$ cat config.mk
export PLATFORM = sky130hd
export DESIGN_NAME = gbe_ctrl
export DESIGN_NICKNAME = d
export VERILOG_FILES = /design/src/hw/rtl/gating_block_energy_unit_assert.svh /design/src/hw/rtl/gbe_pkg.sv /design/src/hw/rtl/gbe_ctrl.sv
export SDC_FILE = /design/constraint.sdc
export NUM_CORES = 1
export LEC_CHECK = 0
export ABC_AREA = 1
export BUFFER_PORTS_ARGS = -buffer_cell sky130_fd_sc_hd__buf_2
export CAP_MARGIN = 20
export CORE_MARGIN = 2
export CORE_UTILIZATION = 33
export DETAILED_ROUTE_END_ITERATION = 12
export HOLD_SLACK_MARGIN = 0.06
export SLEW_MARGIN = 20
export SYNTH_ARGS = -nofsm -noshare
export SYNTH_HDL_FRONTEND = slang
export SYNTH_SLANG_ARGS = --single-unit
$ cat constraint.sdc
create_clock -name clk -period 1.7 [get_ports clk]
set_clock_uncertainty 0.15 [all_clocks]
set_input_delay 0 -clock clk [delete_from_list [all_inputs] [get_ports clk]]
set_output_delay 0 -clock clk [all_outputs]
set_load 0.02 [all_outputs]
$ cat src/hw/rtl/gating_block_energy_unit_assert.svh
// ----------------------------------------------------------------------------
// Assertion macros for the gating block energy unit
// Shared property templates, clocked on clk and disabled during reset.
// ----------------------------------------------------------------------------
`ifndef GATING_BLOCK_ENERGY_UNIT_ASSERT_SVH
`define GATING_BLOCK_ENERGY_UNIT_ASSERT_SVH

// Consequent must hold in the same cycle as the antecedent.
`define GBE_ASSERT_IMPL(lbl, ante, cons, msg) \
  lbl: assert property (@(posedge clk) disable iff (!rst_n) (ante) |-> (cons)) \
    else $error(msg);

// Consequent must hold in the cycle after the antecedent.
`define GBE_ASSERT_NEXT(lbl, ante, cons, msg) \
  lbl: assert property (@(posedge clk) disable iff (!rst_n) (ante) |=> (cons)) \
    else $error(msg);

`endif

$ cat src/hw/rtl/gbe_pkg.sv
// ----------------------------------------------------------------------------
// Gating block energy package
// Widths, reset values, register indexes, controller states and the
// channel weight table shared by the gating block energy unit.
// ----------------------------------------------------------------------------
package gbe_pkg;

  // Fixed field widths.
  localparam int GBE_MAG_W      = 24;   // aligned sample magnitude, 23 fraction bits
  localparam int GBE_SQ_W       = 48;
  localparam int GBE_WT_W       = 16;   // Q2.14 weight
  localparam int GBE_WT_FRAC    = 14;
  localparam int GBE_ACC_W      = 64;
  localparam int GBE_MEAN_W     = 50;
  localparam int GBE_SPB_W      = 16;
  localparam int GBE_CW_W       = 16;
  localparam int GBE_CC_W       = 4;
  localparam int GBE_CH_W       = 3;
  localparam int GBE_CFG_IDX_W  = 3;
  localparam int GBE_CFG_DATA_W = 50;
  localparam int GBE_OUT_TDATA_W = ((GBE_MEAN_W + 7) / 8) * 8;
  localparam int GBE_MAX_CHANNELS = 8;

  // Parameter defaults.
  localparam int GBE_SAMPLE_BITS       = 24;
  localparam int GBE_HISTORY_SUBBLOCKS = 30;
  localparam int GBE_BLOCK_SUBBLOCKS   = 4;

  // Register reset values.
  localparam logic [GBE_SPB_W-1:0]  GBE_RST_SPB  = 16'd4800;
  localparam logic [GBE_CW_W-1:0]   GBE_RST_CW   = 16'd5;
  localparam logic [GBE_CC_W-1:0]   GBE_RST_CC   = 4'd2;
  localparam logic [GBE_MEAN_W-1:0] GBE_RST_GATE = 50'd8250000;
  localparam logic                  GBE_RST_EN_M = 1'b1;
  localparam logic                  GBE_RST_EN_S = 1'b0;

  localparam logic [GBE_MEAN_W-1:0] GBE_MEAN_MAX = '1;

  typedef enum logic [GBE_CFG_IDX_W-1:0] {
    CFG_SPB      = 3'd0,
    CFG_WEIGHTS  = 3'd1,
    CFG_CHANNELS = 3'd2,
    CFG_GATE     = 3'd3,
    CFG_EN_MOM   = 3'd4,
    CFG_EN_SHORT = 3'd5
  } gbe_cfg_idx_t;

  typedef enum logic {
    KIND_MOMENTARY = 1'b0,
    KIND_SHORTTERM = 1'b1
  } gbe_kind_t;

  typedef enum logic [3:0] {
    ST_IDLE,
    ST_SQUARE,
    ST_WEIGHT,
    ST_ACCUM,
    ST_FRAME,
    ST_SELECT,
    ST_LOAD,
    ST_SUM,
    ST_DSTART,
    ST_DWAIT,
    ST_ROUND,
    ST_GATE,
    ST_EMIT
  } gbe_state_t;

  // Controller to datapath commands.
  typedef struct packed {
    logic      capture;
    logic      square;
    logic      weight;
    logic      accum;
    logic      frame;
    logic      load;
    logic      sum_run;
    logic      div_start;
    logic      round;
    logic      out_load;
    gbe_kind_t kind;
    gbe_kind_t out_kind;
    logic      out_last;
  } gbe_cmd_t;

  // Datapath to controller status.
  typedef struct packed {
    logic fend;
    logic complete;
    logic need_m;
    logic need_s;
    logic sum_done;
    logic div_done;
    logic pass;
    logic out_free;
  } gbe_sts_t;

  // Q2.14 weight for a two-bit channel weight code.
  function automatic logic [GBE_WT_W-1:0] gbe_weight(input logic [1:0] code);
    logic [GBE_WT_W-1:0] w;
    unique case (code)
      2'd0:    w = 16'd0;
      2'd1:    w = 16'd16384;
      2'd2:    w = 16'd23101;
      default: w = 16'd32768;
    endcase
    return w;
  endfunction

endpackage

$ cat src/hw/rtl/gbe_ctrl.sv
// ----------------------------------------------------------------------------
// Gating block energy controller
// Sequences sample accumulation, subblock close, the two block means and
// the delivery of results.
// ----------------------------------------------------------------------------
module gbe_ctrl
  import gbe_pkg::*;
(
  input  logic     clk,
  input  logic     rst_n,
  input  logic     in_tvalid,
  output logic     in_tready,
  input  gbe_sts_t sts,
  output gbe_cmd_t cmd
);

  gbe_state_t state_r, state_nxt;
  gbe_kind_t  kind_r, kind_nxt;
  logic [1:0] pass_r, pass_nxt;   // gate passed, indexed by block kind

  always_ff @(posedge clk) begin
    if (!rst_n) begin
      state_r <= ST_IDLE;
      kind_r  <= KIND_MOMENTARY;
      pass_r  <= '0;
    end else begin
      state_r <= state_nxt;
      kind_r  <= kind_nxt;
      pass_r  <= pass_nxt;
    end
  end

  always_comb begin
    state_nxt = state_r;
    kind_nxt  = kind_r;
    pass_nxt  = pass_r;
    unique case (state_r)
      ST_IDLE:   if (in_tvalid) state_nxt = ST_SQUARE;
      ST_SQUARE: state_nxt = ST_WEIGHT;
      ST_WEIGHT: state_nxt = ST_ACCUM;
      ST_ACCUM:  state_nxt = sts.fend ? ST_FRAME : ST_IDLE;
      ST_FRAME:  state_nxt = sts.complete ? ST_SELECT : ST_IDLE;
      ST_SELECT: begin
        pass_nxt = '0;
        priority if (sts.need_m) begin
          kind_nxt  = KIND_MOMENTARY;
          state_nxt = ST_LOAD;
        end else if (sts.need_s) begin
          kind_nxt  = KIND_SHORTTERM;
          state_nxt = ST_LOAD;
        end else begin
          state_nxt = ST_IDLE;
        end
      end
      ST_LOAD:   state_nxt = ST_SUM;
      ST_SUM:    if (sts.sum_done) state_nxt = ST_DSTART;
      ST_DSTART: state_nxt = ST_DWAIT;
      ST_DWAIT:  if (sts.div_done) state_nxt = ST_ROUND;
      ST_ROUND:  state_nxt = ST_GATE;
      ST_GATE: begin
        pass_nxt[kind_r] = sts.pass;
        if (kind_r == KIND_MOMENTARY && sts.need_s) begin
          kind_nxt  = KIND_SHORTTERM;
          state_nxt = ST_LOAD;
        end else begin
          state_nxt = ST_EMIT;
        end
      end
      ST_EMIT: begin
        priority if (pass_r == '0) begin
          state_nxt = ST_IDLE;
        end else if (sts.out_free) begin
          if (pass_r[KIND_MOMENTARY]) begin
            pass_nxt[KIND_MOMENTARY] = 1'b0;
            if (!pass_r[KIND_SHORTTERM]) state_nxt = ST_IDLE;
          end else begin
            pass_nxt[KIND_SHORTTERM] = 1'b0;
            state_nxt = ST_IDLE;
          end
        end
      end
      default:   state_nxt = ST_IDLE;
    endcase
  end

  always_comb begin
    cmd       = '0;
    cmd.kind  = kind_r;
    in_tready = 1'b0;
    unique case (state_r)
      ST_IDLE: begin
        in_tready   = 1'b1;
        cmd.capture = in_tvalid;
      end
      ST_SQUARE: cmd.square    = 1'b1;
      ST_WEIGHT: cmd.weight    = 1'b1;
      ST_ACCUM:  cmd.accum     = 1'b1;
      ST_FRAME:  cmd.frame     = 1'b1;
      ST_LOAD:   cmd.load      = 1'b1;
      ST_SUM:    cmd.sum_run   = 1'b1;
      ST_DSTART: cmd.div_start = 1'b1;
      ST_ROUND:  cmd.round     = 1'b1;
      ST_EMIT: begin
        cmd.out_load = (pass_r != '0) && sts.out_free;
        cmd.out_kind = pass_r[KIND_MOMENTARY] ? KIND_MOMENTARY : KIND_SHORTTERM;
        cmd.out_last = pass_r[KIND_MOMENTARY] ? !pass_r[KIND_SHORTTERM] : 1'b1;
      end
      default: ;
    endcase
  end

endmodule
==> metrics.md, run 1 <==
| Metric | Value |
|---|---|
| Pre-antenna DRT Iters | 4 |
| Initial antenna violation count | 0 |
| Critical path class | register to primary output |
| Initial Util | 0.3541 |
| Area leader, netlist | dfxtp_1 |
| Final ANT Viol Nets | 0 |
| CP required | 1550 ps |
| Origin of the critical flop-to-flop path | state_r[2] |
| Most frequent cells in the layout | 24 x buf_2, 23 x nand2_1, 20 x nor2_1 |
| Pwr dens | 947.7 mW/mm^2 |
| Num rows | 15 |
| TritonCTS clock tree | yes |
| Worst-margin pin slew | 227.1 ps |
| # setup viols final | 0 |
| Share of cells above drive strength 1 | 0.2966 |
| WL final | 1607 um |
| Data arrival, critical path | 1360 ps |
| Unique cell type count in the Yosys netlist | 21 |
| Outcome | completed |
| Critical path peak fanout | 4 |
| Top FF cell, synth | dfxtp_1 |
| Asr flop ratio synth | 0 |
| Final hold vios | 0 |
| Area grow syn2layout | 42.11% |
| GRT Util Overall | 0.1680 |
| Via Count | 762 |
| Clock buffer count from CTS | 3 |
| Mapped Nets | 120 |
| #FFs+latches synth | 7 |
| Switch share | 0.4818 |
| Boundary pin count | 25 |
| Placed inst area | 762.0 um^2 |
| HP Class | input pin to register |
| Sw power | 401.1 uW |
| VDD IR-drop max | 0.0004940 V |
| Peak Freq | 662.2 MHz |
| RSZ-0062 raised after global routing | false |
| Gpl congestion | 0.8199 |
| Clock latency on the worst-skew pair | 260 ps |
| Grt ovf | 0 |
| Largest net degree at the start of global routing | 8 |
| Port Buffer Count | 24 |
| Final period util | 0.8884 |
| Final Util | 0.5032 |
| Layout Nets | 157 |
| Internal power | 431.4 uW |
| Drt wl/cell | 9.453 um |
| R2R depth | 9 |
| Layout fillers | 191 |
| DRC Markers | 0 |
| Root Buffer | clkbuf_4 |
| Clock Sinks | 7 |
| Antenna fix cells | 0 |
| Clock power frac | 0.193 |
| RR Endpoint | state_r[1] |
| EDFF count, synth | 0 |
| Final non-filler cell total | 170 |
| Pleak | 0.4729 nW |
| Area of the mapped netlist | 618.1 um^2 |
| Number of max-cap violations | 0 |
| Critical path launch point type | register |
| Clock Pin Slew Worst Setup and Hold Paths | 60 ps |
| Hpwl dp | 1285 um |
| Die height | 47.28 um |
| H-tree levels | 1 |
| Hold Slack | 125.8 ps |
| Sequential share of the synthesized area | 0.2267 |
| Worst Hold Depth | 7 |
| Post-CTS resize count | 0 |
| Rel. slew slack | 0.8480 |
| Commonest non-fill, non-tap cell in the layout | buf_2 |
| Cell count after synthesis | 109 |
| Die Span X | 47.28 um |
| CTS max path bufs | 2 |
| Post-route cell area | 878.3 um^2 |
| Final worst path period need | 1510 ps |
| Vias in the first global route | 620 |
| Setup slack, reg-to-reg | 210 ps |
| Yosys warns | 0 |
| First-pass GRT wire length | 2628 um |
| Pins Over Slew Limit | 0 |
| Core area | 0.001745 mm^2 |
| Setup crit end kind | primary output |
| Synth Area per Inst | 5.671 um^2 |
| Placed Cells | 157 |
| Sequential group share of total power | 0.273 |
| Starting DRT DRC Count | 26 |
| Hold path start | in_tvalid |
| Setup TNS Final | 0 ps |
| Hold Path End | state_r[3] |
| Comb power frac | 0.534 |
| Vias per cell | 4.482 |
| Share of the synthesized area in the top cell type | 0.2267 |
| Main area contributors after synthesis | dfxtp_1 23%, nand2_1 14%, nor2_1 12% |
| Die Area | 0.002235 mm^2 |
-- logic make-up after synthesis --
kind of cell | after synthesis | share of synthesized area
buffers and inverters | 22 | 0.1397
flip-flops | 7 | 0.2267
AO/OA/AOI/OAI | 15 | 0.1336
AND/OR/NAND/NOR | 65 | 0.5000
-- synth_stat cells (2+ instances only) --
| master | number |
|---|---|
| nand3_1 | 7 |
| nand2_1 | 23 |
| inv_2 | 5 |
| nand2_2 | 6 |
| a31oi_1 | 2 |
| a21oi_1 | 7 |
| nor2_1 | 20 |
| nor2_4 | 3 |
| inv_1 | 16 |
| dfxtp_1 | 7 |
| o21ai_0 | 3 |
-- per-layer routing --
metal / share of wire / track usage / vias up / wire [um]
li1: - / - / 412 / -
met1: 0.47 / 0.2248 / 317 / 755
met2: 0.46 / 0.2622 / 29 / 732
met3: 0.055 / 0.02308 / 4 / 89
met4: 0.018 / 0.08333 / 0 / 29
met5: 0 / 0 / - / 0
-- registers in the layout, indices dropped and copies added (netlist names) --
signal,flops
state_r,4
pass_r,2
kind_r,1
-- cell type report --
cell class / instances / area [um^2] / area share
clock buffer: 4 / 26.28 / 0.02991
inverter: 21 / 78.83 / 0.08974
tap: 25 / 31.28 / 0.03561
timing repair buffer: 33 / 210.2 / 0.2393
sequential: 7 / 140.1 / 0.1595
multi-input combinational: 80 / 391.6 / 0.4459
-- timing repair --
action,4_1_cts,5_1_grt
hold buffers,9,0
hold endpoints to repair,7,0
endpoints found under the setup margin,0,0
setup buffers,0,0
-- worst max path at each step --
stage | cells after the start | endpoint | startpoint | slack, ps
after CTS | 5 | cmd[7] | state_r[1] | 180
after floorplan | 6 | state_r[2] | state_r[3] | 270
after global placement | 9 | state_r[1] | state_r[2] | 230
after detailed placement | 9 | state_r[1] | state_r[2] | 240
final | 5 | cmd[7] | state_r[1] | 190
after global routing | 5 | cmd[0] | state_r[2] | 70
-- critical path: stages, from the launching register on --
cell and delay (ps):
dfxtp_1 390, inv_2 80, nor2_1 180, inv_1 60
nor2_1 190, buf_2 210
-- per-stage QoR --
stage	setup WS, ps	power (mW)
detailed placement	243.4	0.6587
global placement	231.3	0.6638
CTS	183.1	0.8367
finish	189.8	0.8324
floorplan	269.6	0.5459
global route	67.06	0.8984
-- power by group through the flow --
stage	sequential (mW)	clock, mW	combinational [mW]
6_report	0.227	0.161	0.445
5_1_grt	0.231	0.170	0.498
4_1_cts	0.226	0.165	0.445
3_5_place_dp	0.230	0	0.429
3_3_place_gp	0.230	0	0.433
2_1_floorplan	0.224	0	0.322
No activity file was read; power rests on OpenSTA's default activity.
==> run 2: changes to the inputs <==
--- a/config.mk
+++ b/config.mk
@@ -12,6 +12,8 @@
 export CORE_UTILIZATION = 33
 export DETAILED_ROUTE_END_ITERATION = 12
 export HOLD_SLACK_MARGIN = 0.06
+export RECOVER_POWER = 50
+export REMOVE_ABC_BUFFERS = 1
 export SLEW_MARGIN = 20
 export SYNTH_ARGS = -nofsm -noshare
 export SYNTH_HDL_FRONTEND = slang
==> metrics.md, run 2 (synthesized netlist as in run 1, its figures left out) <==
| Metric | Value |
|---|---|
| CP required | 1550 ps |
| Critical path launch point type | register |
| Area grow syn2layout | 38.87% |
| VDD IR-drop max | 0.0004846 V |
| RSZ-0062 raised after global routing | false |
| Die height | 47.28 um |
| Clock latency on the worst-skew pair | 250 ps |
| Regs by FF count | state_r x4, pass_r x2, kind_r x1 |
| Critical path class | register to primary output |
| Boundary pin count | 25 |
| Core area | 0.001745 mm^2 |
| Commonest non-fill, non-tap cell in the layout | nand2_1 |
| Peak Freq | 662.2 MHz |
| Worst-margin pin slew | 252.9 ps |
| Pleak | 0.4371 nW |
| Setup slack, reg-to-reg | 240 ps |
| Largest register by flop count | state_r |
| Placed Cells | 157 |
| Post-CTS resize count | 0 |
| Initial Util | 0.3541 |
| HP Class | input pin to register |
| Via Count | 761 |
| CTS Hold Bufs | 8 |
| Setup crit end kind | primary output |
| Final non-filler cell total | 169 |
| RR Endpoint | state_r[1] |
| Final setup margin | 190.0 ps |
| Gpl congestion | 0.8079 |
| Die Area | 0.002235 mm^2 |
| Critical path peak fanout | 7 |
| Share of cells above drive strength 1 | 0.2431 |
| Vias in the first global route | 643 |
| Worst setup path start | state_r[2] |
| Drt wl/cell | 9.840 um |
| R2R depth | 9 |
| First-pass GRT wire length | 2725 um |
| Initial antenna violation count | 0 |
| Port Buffer Count | 24 |
| Final period util | 0.8882 |
| Pre-antenna DRT Iters | 4 |
| Num rows | 15 |
| Clock buffer count from CTS | 3 |
| Setup TNS Final | 0 ps |
| CTS max path bufs | 2 |
| Post-layout power | 816.0 uW |
| GRT Util Overall | 0.1700 |
| Pins Over Slew Limit | 0 |
| Clock Pin Slew Worst Setup and Hold Paths | 50 ps |
| TritonCTS clock tree | yes |
| # setup viols final | 0 |
| Most frequent cells in the layout | 23 x nand2_1, 20 x nor2_1, 16 x inv_1, 16 x buf_2, 9 x clkbuf_1 |
| Die Span X | 47.28 um |
| Starting DRT DRC Count | 19 |
| Setup Buffers After CTS | 0 |
| Data arrival, critical path | 1360 ps |
| Largest net degree at the start of global routing | 8 |
| WL final | 1663 um |
| Worst Setup EP | cmd[3] |
| Final hold vios | 0 |
| Vias per cell | 4.503 |
| Root Buffer | clkbuf_4 |
| Hold Slack | 83.45 ps |
| Hpwl dp | 1328 um |
| Largest register FFs | 4 |
| DP Worst Slack | 266.0 ps |
| DRC Markers | 0 |
| Rel. slew slack | 0.8308 |
| Pwr dens | 950.7 mW/mm^2 |
| Clock Sinks | 7 |
| Final worst path period need | 1510 ps |
| Final ANT Viol Nets | 0 |
| Outcome | completed |
| Origin of the critical flop-to-flop path | state_r[2] |
| Number of max-cap violations | 0 |
| Layout Nets | 156 |
| Grt ovf | 0 |
| Antenna fix cells | 0 |
| H-tree levels | 1 |
[run 2: changes by cell type in the layout (fill, tap and decap cells not counted), sizes merged]
cell         delta
buf             -8
clkbuf          +8
dlygate4sd3     -1
[run 2: layer usage]
| layer | global-route usage | wire length [um] | share of wire |
|---|---|---|---|
| met4 | 0.05000 | 22 | 0.013 |
| met1 | 0.2443 | 845 | 0.51 |
| met5 | 0 | 0 | 0 |
| met2 | 0.2541 | 734 | 0.44 |
| met3 | 0.03462 | 61 | 0.037 |
[run 2: power breakdown]
group | internal, mW | total [mW] | leakage [nW] | switching [mW]
Combinational | 0.136 | 0.432 | 0.365 | 0.296
Clock | 0.0899 | 0.155 | 0.0150 | 0.0656
Sequential | 0.191 | 0.228 | 0.0571 | 0.0372
[run 2: final cells by class]
class	instances	area, um^2
Sequential cell	7	140.1
Inverter	21	78.83
Timing Repair Buffer	32	190.2
Fill cell	185	887.1
Multi-Input combinational cell	80	391.6
Tap cell	25	31.28
Clock buffer	4	26.28
[run 2: worst min-delay path by stage]
stage          startpoint          to  slack (ps)  cells after the start
2_1_floorplan      sts[5]      kind_r         -50                      1
3_3_place_gp       sts[5]      kind_r          50                      2
3_5_place_dp       sts[5]      kind_r          50                      2
4_1_cts            sts[2]  state_r[2]          80                      6
5_1_grt            sts[2]  state_r[2]         160                      6
6_report           sts[2]  state_r[2]          80                      6
[run 2: worst max-delay path, cell delays in order (launching register included)]
cell	delay, ps
dfxtp_1	440
nand2_1	130
nor2_4	170
nand2_2	80
nor2_1	110
buf_2	180
[run 2: stage by stage]
stage / utilization / instance area [um^2]
floorplan: - / 610.6
global placement: 0.4366 / 762.0
detailed placement: 0.4366 / 762.0
CTS: 0.4975 / 868.3
global route: 0.4918 / 858.3
finish: 0.4918 / 858.3
